<file path="src/sv/hpts_pkg.sv">
// Package for the hashed page table slot insert block.
// Field widths, output packing offsets and the slot search result type.
// No dependencies.
package hpts_pkg;

  localparam int unsigned PageW   = 20;
  localparam int unsigned FrameW  = 20;
  localparam int unsigned GroupW  = 13;
  localparam int unsigned SlotW   = 3;
  localparam int unsigned SlotN   = 8;
  localparam int unsigned SegW    = 4;
  localparam int unsigned ApiW    = 6;
  localparam int unsigned MaskW   = 3;
  localparam int unsigned LowHashW = 10;

  localparam int unsigned InDataW  = 40;
  localparam int unsigned OutDataW = 56;

  // output tdata bit offsets
  localparam int unsigned OGrp   = 0;
  localparam int unsigned OSlot  = OGrp + GroupW;
  localparam int unsigned OSec   = OSlot + SlotW;
  localparam int unsigned OSeg   = OSec + 1;
  localparam int unsigned OApi   = OSeg + SegW;
  localparam int unsigned OFrame = OApi + ApiW;
  localparam int unsigned ONc    = OFrame + FrameW;
  localparam int unsigned OGd    = ONc + 1;
  localparam int unsigned OCoh   = OGd + 1;

  typedef struct packed {
    logic             found;
    logic [SlotW-1:0] slot;
    logic [SlotN-1:0] occ_next;
  } find_t;

endpackage

</file>
<file path="src/sv/hpts_hash.sv">
// Group index hash: primary hash of segment id and page bits, or its complement.
// Depends on hpts_pkg.
module hpts_hash (
  input  logic [hpts_pkg::PageW-1:0]  virt_page_i,
  input  logic                        secondary_i,
  input  logic [hpts_pkg::MaskW-1:0]  mask_i,
  output logic [hpts_pkg::GroupW-1:0] group_o
);
  import hpts_pkg::*;

  logic [15:0]    hash;
  logic [15:0]    hsel;
  logic [MaskW-1:0] hi;

  always_comb begin
    hash    = {12'd0, virt_page_i[PageW-1 -: SegW]} ^ virt_page_i[15:0];
    hsel    = secondary_i ? ~hash : hash;
    hi      = hsel[LowHashW +: MaskW] & mask_i;
    group_o = {hi, hsel[LowHashW-1:0]};
  end

endmodule

</file>
<file path="config.mk">
export PLATFORM = sky130hd
export DESIGN_NAME = hpts_hash
export DESIGN_NICKNAME = d
export VERILOG_FILES = /design/src/sv/hpts_pkg.sv /design/src/sv/hpts_hash.sv
export SDC_FILE = /design/constraint.sdc
export NUM_CORES = 1
export LEC_CHECK = 0
export ABC_AREA = 0
export BUFFER_PORTS_ARGS = -buffer_cell sky130_fd_sc_hd__buf_2
export CAP_MARGIN = 40
export CORE_AREA = 2 2 39 41
export DETAILED_ROUTE_END_ITERATION = 6
export DIE_AREA = 0 0 41 43
export SYNTH_ARGS = -nofsm -noshare
export SYNTH_HDL_FRONTEND = slang
export SYNTH_SLANG_ARGS = --single-unit
</file>
<file path="constraint.sdc">
create_clock -name vclk -period 1.9
set_clock_uncertainty 0.15 [all_clocks]
set_input_delay 0.19 -clock vclk [all_inputs]
set_output_delay 0.19 -clock vclk [all_outputs]
set_load 0.02 [all_outputs]
</file>
# Yosys cells after proc, flatten, opt, wreduce, memory -nomap -nowiden
# Index checks and enable logic that the tools add are counted.
# op_classes
bitwise_logic,3
n_mux,1
# op_table
op,count
2-to-1 mux 13 bit,1
NOT 13 bit,1
bitwise XOR 4 x 13 -> 13 bit,1
bitwise AND 3 bit,1
# totals
wordCells,4
regBits,0
output_inout_bits,13

# Longest topological paths before layout
# logic_depth
depth_word,4
ltp_mapped,3
ltp_nobuf,2

# Least setup slack after synthesis
# No wires, ideal clock.
# synth_timing
kind,input to output
startpoint,input secondary_i
endpoint,output group_o[0] (netlist bit)
t_arrival_ns,0.832
path_stages,3
required_time_ns,1.560
slack_ns,0.728
path_buffers,2
path_cell_list,buf_6 > buf_12 > xnor2_1
# synth_via
elab_chain_cells,1
# synth_lines
item,line_no,text
from (decl),hpts_hash.sv:5,"input logic secondary_i,"
2-to-1 mux 13 bit,hpts_hash.sv:17,hsel = secondary_i ? ~hash : hash;
to (decl),hpts_hash.sv:7,output logic [hpts_pkg::GroupW-1:0] group_o
# Every way passes these cells.

# Worst setup path after layout
# layout_timing
startpoint,input secondary_i
endpoint,output group_o[12] (netlist bit)
# layout_via
elab_chain_cells,2
# layout_lines
item,line_no,text
2-to-1 mux 13 bit,hpts_hash.sv:17,
bitwise AND 3 bit,hpts_hash.sv:18,hi = hsel[LowHashW +: MaskW] & mask_i;
# Every way passes these cells.

==> impl_metrics.env <==
export IMPL_status="completed"
export IMPL_cts_resized=0
export IMPL_p_total_uw=135
export IMPL_synth_simple_gate_area_share_pct=9.43
export IMPL_grt_antenna_before_repair=0
export IMPL_drt_initial_drc_count=3
export IMPL_port_buffer_count=34
export IMPL_initial_core_util_pct=14.4
export IMPL_dieArea_mm2=0.00176
export IMPL_critPathKind="primary input to output pin"
export IMPL_place_inst=70
export IMPL_core_mm2=0.00138
export IMPL_power_density_mw_per_mm2=376
export IMPL_crit_path_max_incr_delay_ns=0.30
export IMPL_finalHoldViolCount=0
export IMPL_design_area_um2=358
export IMPL_path_cells="buf_2, xor2_1, and2_1, buf_2"
export IMPL_die_h_um=43
export IMPL_synth_nets=46
export IMPL_tightest_slew_ns=0.348
export IMPL_cp_num_buf_inv=2
export IMPL_yosysSeqAreaShare_pct=0
export IMPL_mostFrequentLayoutCells="buf_2, xor2_1, xnor2_1"
export IMPL_cp_slowest_cell="buf_2"
export IMPL_fmax_mhz=762
export IMPL_rsz0062_at_grt="false"
export IMPL_routed_via_count=259
export IMPL_syn_area_um2=199
export IMPL_drive_above_1_share_pct=63.0
export IMPL_crit_fanout=13
export IMPL_period_minus_slack_ns=1.31
export IMPL_synth_compound_area_share_pct=0
export IMPL_drt_total_wl_um=529
export IMPL_setup_worst_path_start_class="primary input"
export IMPL_synth_cell_type_count=5
export IMPL_min_path_type="primary input to output pin"
export IMPL_crit_family="buffers and inverters"
export IMPL_seq_cell_count=0
export IMPL_holdWs_ns=0.511
export IMPL_cp_arrival_ns=0.97
export IMPL_final_setup_worst_slack_ns=0.588
export IMPL_syn_to_final_growth_pct=79.9
export IMPL_grt_usage_pct=6.39
export IMPL_ios=37
export IMPL_slew_limit_headroom_pct=76.8
export IMPL_fin_util_pct=25.9
export IMPL_ir_drop_mv=0.0688
export IMPL_hold_buffers=0
export IMPL_fin_crit_sh_pct=69.1
export IMPL_postPlaceCellArea_um2=358
export IMPL_max_cap_violations=0
export IMPL_drt_pass1_iterations=2
export IMPL_antenna_left=0
export IMPL_syn_inst=22
export IMPL_synth_top_family_by_area="XOR/XNOR gates"
export IMPL_mostFrequentLayoutCell="buf_2"
export IMPL_grt_overflow=0
export IMPL_pre_cts_slack_ns=0.575
export IMPL_yosys_warnings=0
export IMPL_post_drt_wl_per_cell_um=7.56
export IMPL_setup_viol=0
export IMPL_place_congestion=0.659
export IMPL_power_leakage_nw=0.199
export IMPL_synth_adder_area_share_pct=0
export IMPL_grt_pass1_wl_um=855
export IMPL_fill_cells=162
export IMPL_grt_max_degree=14
export IMPL_fp_dieW_um=41
export IMPL_setup_tns_ns=0
export IMPL_avgSynthCellArea_um2=9.04
export IMPL_vias_per_cell=3.70
export IMPL_critPathCaptureType="output pin"
export IMPL_fin_cells=70
export IMPL_critPathRequiredTime_ns=1.56
export IMPL_drc_errors=0
export IMPL_maxSlewViolCount=0
export IMPL_nets=80
export IMPL_synth_xor_area_share_pct=74.8
export IMPL_clock_buffers=0
export IMPL_synthMuxAreaShare_pct=0
export IMPL_worst_path_most_repeated_cell="buf_2"
export IMPL_cts_setup_buffers=0
export IMPL_diodes=0
export IMPL_rows=14
export IMPL_regArea_um2=0
export IMPL_grt_pass1_vias=232
[Yosys cell counts]
| library cell | instances | area share (%) |
|---|---|---|
| xor2_1 | 9 | 40 |
| buf_12 | 1 | 10 |
| buf_6 | 1 | 5.7 |
| xnor2_1 | 8 | 35 |
| and2_1 | 3 | 9.4 |
[layout make-up]
| cell class | instances | area (µm²) | share of cell area, % |
|---|---|---|---|
| well taps | 16 | 20.0 | 5.59 |
| multi-input cells | 20 | 168 | 46.9 |
| repair buffers | 34 | 170 | 47.6 |
[power by group]
| part | internal (mW) | switching [mW] | total [mW] |
|---|---|---|---|
| registers | 0 | 0 | 0 |
| clock network | 0 | 0 | 0 |
| logic | 0.0590 | 0.0758 | 0.135 |
| total | 0.0590 | 0.0758 | 0.135 |
[per-layer routing]
metal / vias to the layer above / part of all wire (%) / wire [µm] / track usage (%)
met5: - / 0 / 0 / 0
met4: 0 / 0 / 0 / 0
met3: 0 / 12 / 63 / 0
met2: 19 / 54 / 285 / 13.8
met1: 112 / 34 / 180 / 6.33
li1: 128 / - / - / -
[worst paths after layout]
| path | end | startpoint | cells past startpoint | slack, ns |
|---|---|---|---|---|
| min | group_o[4] | virt_page_i[4] | 3 | 0.51 |
| max | group_o[12] | secondary_i | 4 | 0.59 |
[cells by family (layout without fill, tap and decap cells)]
family	after synthesis	in the layout
xor+xnor	17	17
simple gates	3	3
buf+inv	2	34
No activity file was read; power rests on OpenSTA's default activity.
