<file path="src/sv/hpts_pkg.sv">
// Package for the hashed page table slot insert block.
// Field widths, output packing offsets and the slot search result type.
// No dependencies.
package hpts_pkg;

  localparam int unsigned PageW   = 20;
  localparam int unsigned FrameW  = 20;
  localparam int unsigned GroupW  = 13;
  localparam int unsigned SlotW   = 3;
  localparam int unsigned SlotN   = 8;
  localparam int unsigned SegW    = 4;
  localparam int unsigned ApiW    = 6;
  localparam int unsigned MaskW   = 3;
  localparam int unsigned LowHashW = 10;

  localparam int unsigned InDataW  = 40;
  localparam int unsigned OutDataW = 56;

  // output tdata bit offsets
  localparam int unsigned OGrp   = 0;
  localparam int unsigned OSlot  = OGrp + GroupW;
  localparam int unsigned OSec   = OSlot + SlotW;
  localparam int unsigned OSeg   = OSec + 1;
  localparam int unsigned OApi   = OSeg + SegW;
  localparam int unsigned OFrame = OApi + ApiW;
  localparam int unsigned ONc    = OFrame + FrameW;
  localparam int unsigned OGd    = ONc + 1;
  localparam int unsigned OCoh   = OGd + 1;

  typedef struct packed {
    logic             found;
    logic [SlotW-1:0] slot;
    logic [SlotN-1:0] occ_next;
  } find_t;

endpackage

</file>
<file path="src/sv/hpts_slot_finder.sv">
// Shared slot search: first free slot of a group's occupancy byte.
// Depends on hpts_pkg.
module hpts_slot_finder (
  input  logic [hpts_pkg::SlotN-1:0] occ_i,
  output hpts_pkg::find_t            res_o
);
  import hpts_pkg::*;

  always_comb begin
    res_o = '0;
    for (int i = SlotN - 1; i >= 0; i--) begin
      if (!occ_i[i]) begin
        res_o.found = 1'b1;
        res_o.slot  = SlotW'(i);
      end
    end
    res_o.occ_next = occ_i | (SlotN'(res_o.found) << res_o.slot);
  end

endmodule

</file>
<file path="config.mk">
export PLATFORM = sky130hd
export DESIGN_NAME = hpts_slot_finder
export DESIGN_NICKNAME = d
export VERILOG_FILES = /design/src/sv/hpts_pkg.sv /design/src/sv/hpts_slot_finder.sv
export SDC_FILE = /design/constraint.sdc
export NUM_CORES = 1
export LEC_CHECK = 0
export BUFFER_PORTS_ARGS = -buffer_cell sky130_fd_sc_hd__buf_2
export CAP_MARGIN = 20
export CORE_AREA = 2 2 39 41
export DETAILED_ROUTE_END_ITERATION = 16
export DIE_AREA = 0 0 41 43
export MAX_ROUTING_LAYER = met4
export PLACE_DENSITY_LB_ADDON = 0.15
export SLEW_MARGIN = 20
export SYNTH_ARGS = -nofsm -noshare
export SYNTH_HDL_FRONTEND = slang
export SYNTH_SLANG_ARGS = --single-unit
</file>
<file path="constraint.sdc">
create_clock -name vclk -period 0.8
set_input_delay 0.12 -clock vclk [all_inputs]
set_output_delay 0.12 -clock vclk [all_outputs]
set_load 0.02 [all_outputs]
</file>
; ---- Word level (Yosys, flattened, before mapping)
; Index checks and enable logic that the tools add are counted.
[totals]
output_inout_bits = 12
register_bits = 0
[classes]
n_mux = 8
n_bitwise = 1
shift = 1
[ops]
columns = cell, count
row1 = $mux 4, 8
row2 = $or 8x8->8, 1
row3 = $shl 1x3->8, 1

; ---- Depth between registers and ports, before layout
; Gate-level depths: netlist of run 1.
[depth]
word_depth = 10
mapped_depth = 3
depth_no_buf = 3

; ---- Worst setup path before layout of run 1
; No wires, ideal clock.
[synth_path]
path_type = input-to-output
startpoint = input port occ_i[4] (netlist name)
endpoint = output port res_o[9] (netlist name)
t_required_ns = 0.680
arrival_time_ns = 0.702
setup_slack_ns = -0.022
path_stages = 3
path_cell_list = nand2_2 -> a21o_1 -> a31oi_1
[synth_rtl]
columns = element, line_no
row1 = start: declaration, hpts_slot_finder.sv:4  ; input logic [hpts_pkg::SlotN-1:0] occ_i,
row2 = end: declaration, hpts_slot_finder.sv:5  ; output hpts_pkg::find_t res_o

==> out/summary.txt, run 1 <==
CP max FO -> 4
WP data required -> 0.68 ns
VDD IR max -> 0.177 mV
Avg Synthesized Cell Area -> 6.58 sq um
GR Util met2 -> 14.7%
Seq/Total Area, Yosys -> 0%
Drt first-iter violations -> 1
Bufs and invs on worst path -> 2
Setup crit end kind -> primary output
GR Util met3 -> 0.524%
Max-cap violations -> 0
Setup CP Type -> input port to primary output
Nets@finish -> 59
GRT Util Overall -> 8.09%
Gpl congestion -> 0.612
DR WL/cell -> 10.6 um
CP startpoint kind -> input port
Die height -> 43 um
Inserted Diodes -> 0
Slowest stage cell, crit path -> or2_1
PwrDens -> 557 nW/um^2
Final Hold Vio Count -> 0
Synth top area share -> 9.92%
Post-Synthesis Cell Area -> 151 sq um
Pwr Total -> 283 uW
Cells after Synth -> 23
RSZ-0062 raised after global routing -> yes
Area occupied by multi-input gates -> 203 sq um
Setup ws final -> -0.0667 ns
Synth area leader -> a21o_1
Status -> complete, but fails checks
Vias per inst -> 4.18
Failing checks -> setup timing
Global Route met1 Usage -> 9.81%
Synthesized net count -> 31
Slew Limit Fails -> 0
Initial Util -> 10.9%
# clk buffers -> 0
Critical path's largest stage delay -> 0.22 ns
Pleak -> 0.239 nW
Site Rows -> 14
FF/Latch Area -> 0 sq um
Post-route cell area -> 509 sq um
Synth cell types -> 19
Post-CTS Setup Bufs -> 0
Synth area leaders -> a21o_1 9.9%, o21bai_1 9.9%, nand4_2 8.3%
Crit-path cells -> buf_8 -> nand4_4 -> nor2_4 -> or2_1 -> buf_6
Tmin final -> 0.867 ns
Dpl cell area -> 325 sq um
Detailed Route WL -> 691 um
Seq_cells -> 0
Area delta synth->final -> 236%
CP Data Arrival Time -> 0.75 ns
Remaining DRCs -> 0
# IOs -> 20
Hold bufs inserted after CTS -> 0
Highest clock rate -> 1.15 GHz
First-pass GRT wire length -> 1010 um
Synth warnings -> 0
Vias in the first global route -> 258
Min-Delay Path Class -> input port to primary output
Final setup vio count -> 8
Port bufs -> 19
Fillers -> 141
Die ar. -> 1760 sq um
DIE WIDTH -> 41 um
Gr busiest metal -> met2
Vias -> 272
Antenna violations before repair -> 0
HPWL after DPL -> 549 um
Grt total ovfl -> 0
Core area -> 1380 sq um
Final worst-path cycle share -> 108%
Synth cell count leaders -> 2 x a21o_1, 2 x nand2_1, 2 x nand3_1, 2 x o21bai_1
Setup TNS -> -0.262 ns
Family with the most delay on the worst path -> simple AND/OR/NAND/NOR gates
Layout cells sized above 1 -> 79.6%
ANT nets after route -> 0
TritonRoute pass-1 iters -> 3
Largest net degree at the start of global routing -> 5
## power by group
| group | total [mW] | switching (mW) | internal [mW] |
|---|---|---|---|
| clock | 0 | 0 | 0 |
| combinational | 0.283 | 0.128 | 0.156 |
| sequential | 0 | 0 | 0 |
## timing repair
item | 4_1_cts | 5_1_grt
hold endpoints to repair | 0 | 0
endpoints found under the setup margin | 11 | 10
resized for setup | 43 | 8
pin swaps | 9 | 6
## final timing paths
kind	start	to	slack, ns	cells past startpoint
min	occ_i[1]	res_o[1]	0.55	3
max	occ_i[0]	res_o[6]	-0.07	5
## cell families after synthesis
group | count (synthesis) | share of synthesized area, %
AND/OR/NAND/NOR | 11 | 45.5
buffers and inverters | 2 | 7.44
other | 1 | 2.48
AO/OA/AOI/OAI | 9 | 44.6
## layout by cell type (no fill, tap or decap), types with 2 or more instances in the layout
| master | instances |
|---|---|
| a21o_1 | 2 |
| nand2_4 | 2 |
| buf_4 | 9 |
| buf_6 | 12 |
| buf_8 | 5 |
| o21bai_1 | 2 |
## layout make-up
type	count	share of cell area, %
multi-input cells	21	39.8
inverters	1	0.737
repair buffers	27	55.5
well taps	16	3.93
## through the flow
| stage | util (%) | hold WS (ns) | std cells | worst slack (ns) |
|---|---|---|---|---|
| 2_1_floorplan | - | 0.367 | 23 | 0.0119 |
| 3_3_place_gp | 23.5 | 0.610 | 65 | -0.155 |
| 3_5_place_dp | 23.5 | 0.616 | 65 | -0.142 |
| 4_1_cts | 35.1 | 0.548 | 65 | -0.0830 |
| 5_1_grt | 36.8 | 0.562 | 65 | -0.0931 |
| 6_report | 36.8 | 0.547 | 65 | -0.0667 |
## layer usage
metal  vias up  share of wire [%]  wire, um
li1        135                  -         -
met1       118                 41       283
met2        19                 46       316
met3         0                 13        91
met4         0                  0         0
met5         -                  0         0
Note: power is estimated with default switching activity, not from simulation.
==> run 2, diff against run 1 <==
- ABC_AREA: not set -> 1
- GPL_TIMING_DRIVEN: not set -> 0
==> out/summary.txt, run 2 <==
CP Data Arrival Time -> 1.02 ns (+0.27 ns)
Avg Synthesized Cell Area -> 4.87 sq um (-26%)
Area delta synth->final -> 184%
Port bufs -> 19 (unchanged)
Most frequent cell after synthesis -> nand2_1
Most frequent cells in the layout -> 15 x buf_6, 13 x nand2_2, 7 x inv_1
First-pass GRT wire length -> 1310 um (+29%)
ANT nets after route -> 0 (unchanged)
Synthesized net count -> 53 (+71%)
Hold bufs inserted after CTS -> 0 (unchanged)
Post-Synthesis Cell Area -> 219 sq um (+45%)
RSZ-0062 raised after global routing -> yes
Final Hold Vio Count -> 0 (unchanged)
Clk pwr share -> 0% (unchanged)
# IOs -> 20 (unchanged)
Initial Util -> 15.8% (+4.9 points)
Area occupied by multi-input gates -> 262 sq um (+29%)
Setup crit end kind -> primary output
Highest clock rate -> 0.876 GHz (-24%)
Site Rows -> 14 (unchanged)
Layout Cells excl Fill -> 85 (+31%)
Synth top area share -> 34.3% (+24 points)
Final setup vio count -> 11 (+3)
Commonest non-fill, non-tap cell in the layout -> buf_6
Switch share -> 49.5% (+4.4 points)
Nets@finish -> 79 (+34%)
DR WL/cell -> 9.46 um (-11%)
Setup CP Type -> input port to primary output
Failing checks -> setup timing
Layout cells sized above 1 -> 73.9% (-5.7 points)
Setup ws final -> -0.342 ns (-0.275 ns)
Vias in the first global route -> 348 (+35%)
Internal -> 175 uW (+12%)
TritonRoute pass-1 iters -> 3 (unchanged)
VDD IR max -> 0.261 mV (+47%)
Synth cell count leaders -> 20 x nand2_1, 9 x inv_1, 4 x nand4_1
FF/Latch Area -> 0 sq um (unchanged)
CP max FO -> 6 (+2)
Slew Limit Fails -> 0 (unchanged)
Synth warnings -> 0 (unchanged)
Min-Delay Path Class -> input port to primary output
Die ar. -> 1760 sq um (unchanged)
Gpl congestion -> 0.638 (+4.3%)
Synth cell types -> 11 (-8)
Vias -> 340 (+25%)
Fillers -> 143 (+1.4%)
Largest net degree at the start of global routing -> 7 (+2)
Status -> complete, but fails checks
Pwr Total -> 346 uW (+22%)
GRT Util Overall -> 10.1% (+2.0 points)
Antenna violations before repair -> 0 (unchanged)
Die height -> 43 um (unchanged)
Combinational power share -> 100.0% (about the same)
Tmin final -> 1.14 ns (+0.275 ns)
Remaining DRCs -> 0 (unchanged)
Final worst-path cycle share -> 143% (+34 points)
Critical path's largest stage delay -> 0.12 ns (-0.10 ns)
Crit-path cells -> buf_12 -> clkinv_8 -> nand2_2 -> nand2_1 -> nand2_1 -> nand2_1 -> nand2_1 -> nand2_2 -> nand2_4 -> nor2_4 -> nand2_2 -> nand2_2 -> buf_6
Seq_cells -> 0 (unchanged)
PwrDens -> 557 nW/um^2 (about the same)
Pleak -> 0.307 nW (+28%)
Bufs and invs on worst path -> 3 (+1)
Inserted Diodes -> 0 (unchanged)
CP startpoint kind -> input port
Synth area leader -> nand2_1
Vias per inst -> 4.00 (-4.4%)
Placed cells -> 80 (+23%)
Family with the most delay on the worst path -> simple AND/OR/NAND/NOR gates
Cells after Synth -> 45 (+96%)
Slowest stage cell, crit path -> buf_12
WP data required -> 0.68 ns (about the same)
Detailed Route WL -> 804 um (+16%)
Max-cap violations -> 0 (unchanged)
DIE WIDTH -> 41 um (unchanged)
Net switching power -> 172 uW (+34%)
Seq/Total Area, Yosys -> 0% (unchanged)
Synth area leaders -> nand2_1 34%, inv_1 15%, nand4_1 11%
Seq pwr share -> 0% (unchanged)
HPWL after DPL -> 565 um (+3.1%)
Grt total ovfl -> 0 (unchanged)
Drt first-iter violations -> 2 (+1)
# clk buffers -> 0 (unchanged)
Core area -> 1380 sq um (unchanged)
==> run 2: changes by cell type after synthesis, sizes merged, moves of 2 or more <==
cell	change
o21bai	-2
nor2	+3
nand2	+20
or2	-2
inv	+10
nand4	+3
nand3	-2
a21o	-3
==> run 2: final timing paths <==
kind | slack (ns) | startpoint | depth (start not counted) | endpoint
hold / removal | 0.53 | occ_i[4] | 4 | res_o[4]
setup / recovery | -0.34 | occ_i[7] | 13 | res_o[7]
==> run 2: layout make-up <==
| cell class | count | area share (%) |
|---|---|---|
| Multi-Input combinational cell | 33 | 42.1 |
| Tap cell | 16 | 3.22 |
| Inverter | 11 | 8.65 |
| Buffer | 1 | 1.21 |
| Timing Repair Buffer | 24 | 44.9 |
==> run 2: stage by stage <==
stage	cell area (sq um)	hold WS, ns	util [%]	TNS (ns)	setup slack (ns)
after floorplan	277	0.346	-	-0.617	-0.124
after global placement	392	0.583	28.3	-4.14	-0.513
after detailed placement	392	0.579	28.3	-4.13	-0.501
after CTS	617	0.533	44.6	-2.92	-0.347
after global routing	622	0.554	44.9	-3.64	-0.424
final	622	0.532	44.9	-2.85	-0.342
==> run 2: power by group through the flow <==
stage                     Clock (mW)  Combinational, mW  Sequential [mW]
final                              0              0.346                0
after global routing               0              0.368                0
after CTS                          0              0.347                0
after detailed placement           0              0.218                0
after global placement             0              0.218                0
after floorplan                    0              0.138                0
==> run 2: what timing repair did <==
action,4_1_cts,5_1_grt
pin swaps,17,10
resized for setup,55,2
setup buffers,5,1
setup endpoints to repair,11,11
==> run 2: layer usage <==
layer / part of all wire [%] / global-route usage [%] / routed length, um
met1: 39 / 12.0 / 310
met2: 56 / 18.8 / 453
met3: 5.0 / 0 / 40
met4: 0 / 0.667 / 0
met5: 0 / - / 0
==> run 2: cell families (layout without fill, tap and decap cells) <==
group                  Yosys count  after routing  synth area share, %
AND/OR/NAND/NOR                 31             31                 70.3
AO/OA/AOI/OAI                    1              1                 5.71
other                            1              1                 1.71
buffers and inverters           12             36                 22.3
==> run 2: worst min-delay path, stage by stage <==
cell and delay [ns]:
buf_8 0.08, inv_1 0.04, nand2_2 0.06, buf_6 0.11
==> run 3, diff against run 2 <==
- GPL_ROUTABILITY_DRIVEN: not set -> 1
- SETUP_SLACK_MARGIN: not set -> 0.4
==> out/summary.txt, run 3 (synthesis gave the netlist of run 2 again) <==
Pwr Total -> 354 uW (+2.0%)
HPWL after DPL -> 586 um (+3.6%)
Crit path top cell by count -> nand2_1
Hold bufs inserted after CTS -> 0 (unchanged)
Gpl congestion -> 0.616 (-3.4%)
Final worst-path cycle share -> 141% (-1.8 points)
Core area -> 1380 sq um (unchanged)
CP startpoint kind -> input port
RSZ-0062 raised after global routing -> yes
Post-route cell area -> 637 sq um (+2.4%)
Area delta synth->final -> 191%
CP max FO -> 6 (unchanged)
DR WL/cell -> 8.55 um (-9.6%)
Placed cells -> 80 (unchanged)
First-pass GRT wire length -> 1260 um (-3.7%)
Slowest stage cell, crit path -> buf_12
Family with the most delay on the worst path -> simple AND/OR/NAND/NOR gates
Tmin final -> 1.13 ns (-0.0145 ns)
Drt first-iter violations -> 0 (-2)
FF/Latch Area -> 0 sq um (unchanged)
GRT Util Overall -> 9.93% (-0.20 points)
Status -> complete, but fails checks
Vias in the first global route -> 323 (-7.2%)
VDD IR max -> 0.234 mV (-10%)
Commonest non-fill, non-tap cell in the layout -> buf_6
Setup crit end kind -> primary output
Layout cells sized above 1 -> 71.4% (-2.5 points)
Layout Cells excl Fill -> 86 (+1.2%)
Largest net degree at the start of global routing -> 7 (unchanged)
Die ar. -> 1760 sq um (unchanged)
Critical path's largest stage delay -> 0.12 ns (about the same)
Slew Limit Fails -> 0 (unchanged)
Inserted Diodes -> 0 (unchanged)
Highest clock rate -> 0.887 GHz (+1.3%)
CP Data Arrival Time -> 1.01 ns (about the same)
Remaining DRCs -> 0 (unchanged)
Pleak -> 0.315 nW (+2.6%)
Site Rows -> 14 (unchanged)
Final setup vio count -> 11 (unchanged)
Final Hold Vio Count -> 0 (unchanged)
Vias -> 344 (+1.2%)
Die height -> 43 um (unchanged)
Port bufs -> 19 (unchanged)
Setup ws final -> -0.328 ns (+0.0145 ns)
Seq_cells -> 0 (unchanged)
Dpl cell area -> 420 sq um (+7.3%)
Min-Delay Path Class -> input port to primary output
PwrDens -> 555 nW/um^2 (-0.38%)
Crit-path cells -> buf_12 -> inv_8 -> nand2_2 -> nand2_1 -> nand2_1 -> nand2_1 -> nand2_1 -> nand2_2 -> nand2_4 -> nor2_4 -> nand2_1 -> nand2_2 -> buf_6
Setup CP Type -> input port to primary output
Bufs and invs on worst path -> 3 (unchanged)
Initial Util -> 15.8% (unchanged)
ANT nets after route -> 0 (unchanged)
Vias per inst -> 4.00 (unchanged)
Max-cap violations -> 0 (unchanged)
Grt total ovfl -> 0 (unchanged)
DIE WIDTH -> 41 um (unchanged)
Most frequent cells in the layout -> 15 x buf_6, 10 x nand2_2, 8 x nand2_1
Setup TNS -> -2.79 ns (+0.0601 ns)
Nets@finish -> 80 (+1.3%)
Failing checks -> setup timing
Detailed Route WL -> 735 um (-8.6%)
Fillers -> 135 (-5.6%)
WP data required -> 0.68 ns (about the same)
# clk buffers -> 0 (unchanged)
# IOs -> 20 (unchanged)
Antenna violations before repair -> 0 (unchanged)
TritonRoute pass-1 iters -> 1 (-2)
-- run 3: cell count changes in the layout (fill, tap and decap cells not counted), sizes merged --
cell    before  now
clkinv       1    0
buf         25   26
inv         10   11
-- run 3: per-stage QoR --
step | util, % | setup WS, ns | hold WS, ns
finish | 46.0 | -0.328 | 0.524
CTS | 44.3 | -0.326 | 0.521
detailed placement | 30.4 | -0.492 | 0.600
floorplan | - | -0.124 | 0.341
global route | 46.0 | -0.444 | 0.547
global placement | 30.4 | -0.495 | 0.604
-- run 3: area by class of cell --
cell class | count | area [sq um] | area share [%]
buffer | 1 | 7.51 | 1.18
inverter | 11 | 51.3 | 8.06
multi-input combinational | 33 | 262 | 41.1
tap | 16 | 20.0 | 3.14
timing repair buffer | 25 | 297 | 46.6
-- run 3: worst paths after layout --
kind	startpoint	end	slack, ns	depth (start not counted)
worst max-delay path	occ_i[7]	res_o[7]	-0.33	13
worst min-delay path	occ_i[3]	res_o[3]	0.52	4
-- run 3: routing by layer --
| layer | track usage, % | share of wire, % | vias up |
|---|---|---|---|
| li1 | - | - | 184 |
| met3 | 1.05 | 7.5 | 0 |
| met5 | - | 0 | - |
| met1 | 12.3 | 39 | 147 |
| met2 | 17.5 | 54 | 13 |
| met4 | 0 | 0 | 0 |
-- run 3: repair_timing --
action,CTS,global route
setup buffers,5,1
gates cloned,0,0
gates resized for setup,43,4
endpoints found under the hold margin,0,0
setup endpoints to repair,11,11
pin swaps,12,8
-- run 3: worst min-delay path: stages --
cell     delay, ns
buf_8         0.08
inv_1         0.04
nand2_2       0.06
buf_6         0.10
-- run 3: where the power goes --
| part | internal [mW] | leakage (nW) | switching [mW] |
|---|---|---|---|
| registers | 0 | 0 | 0 |
| clock network | 0 | 0 | 0 |
| logic | 0.181 | 0.315 | 0.172 |
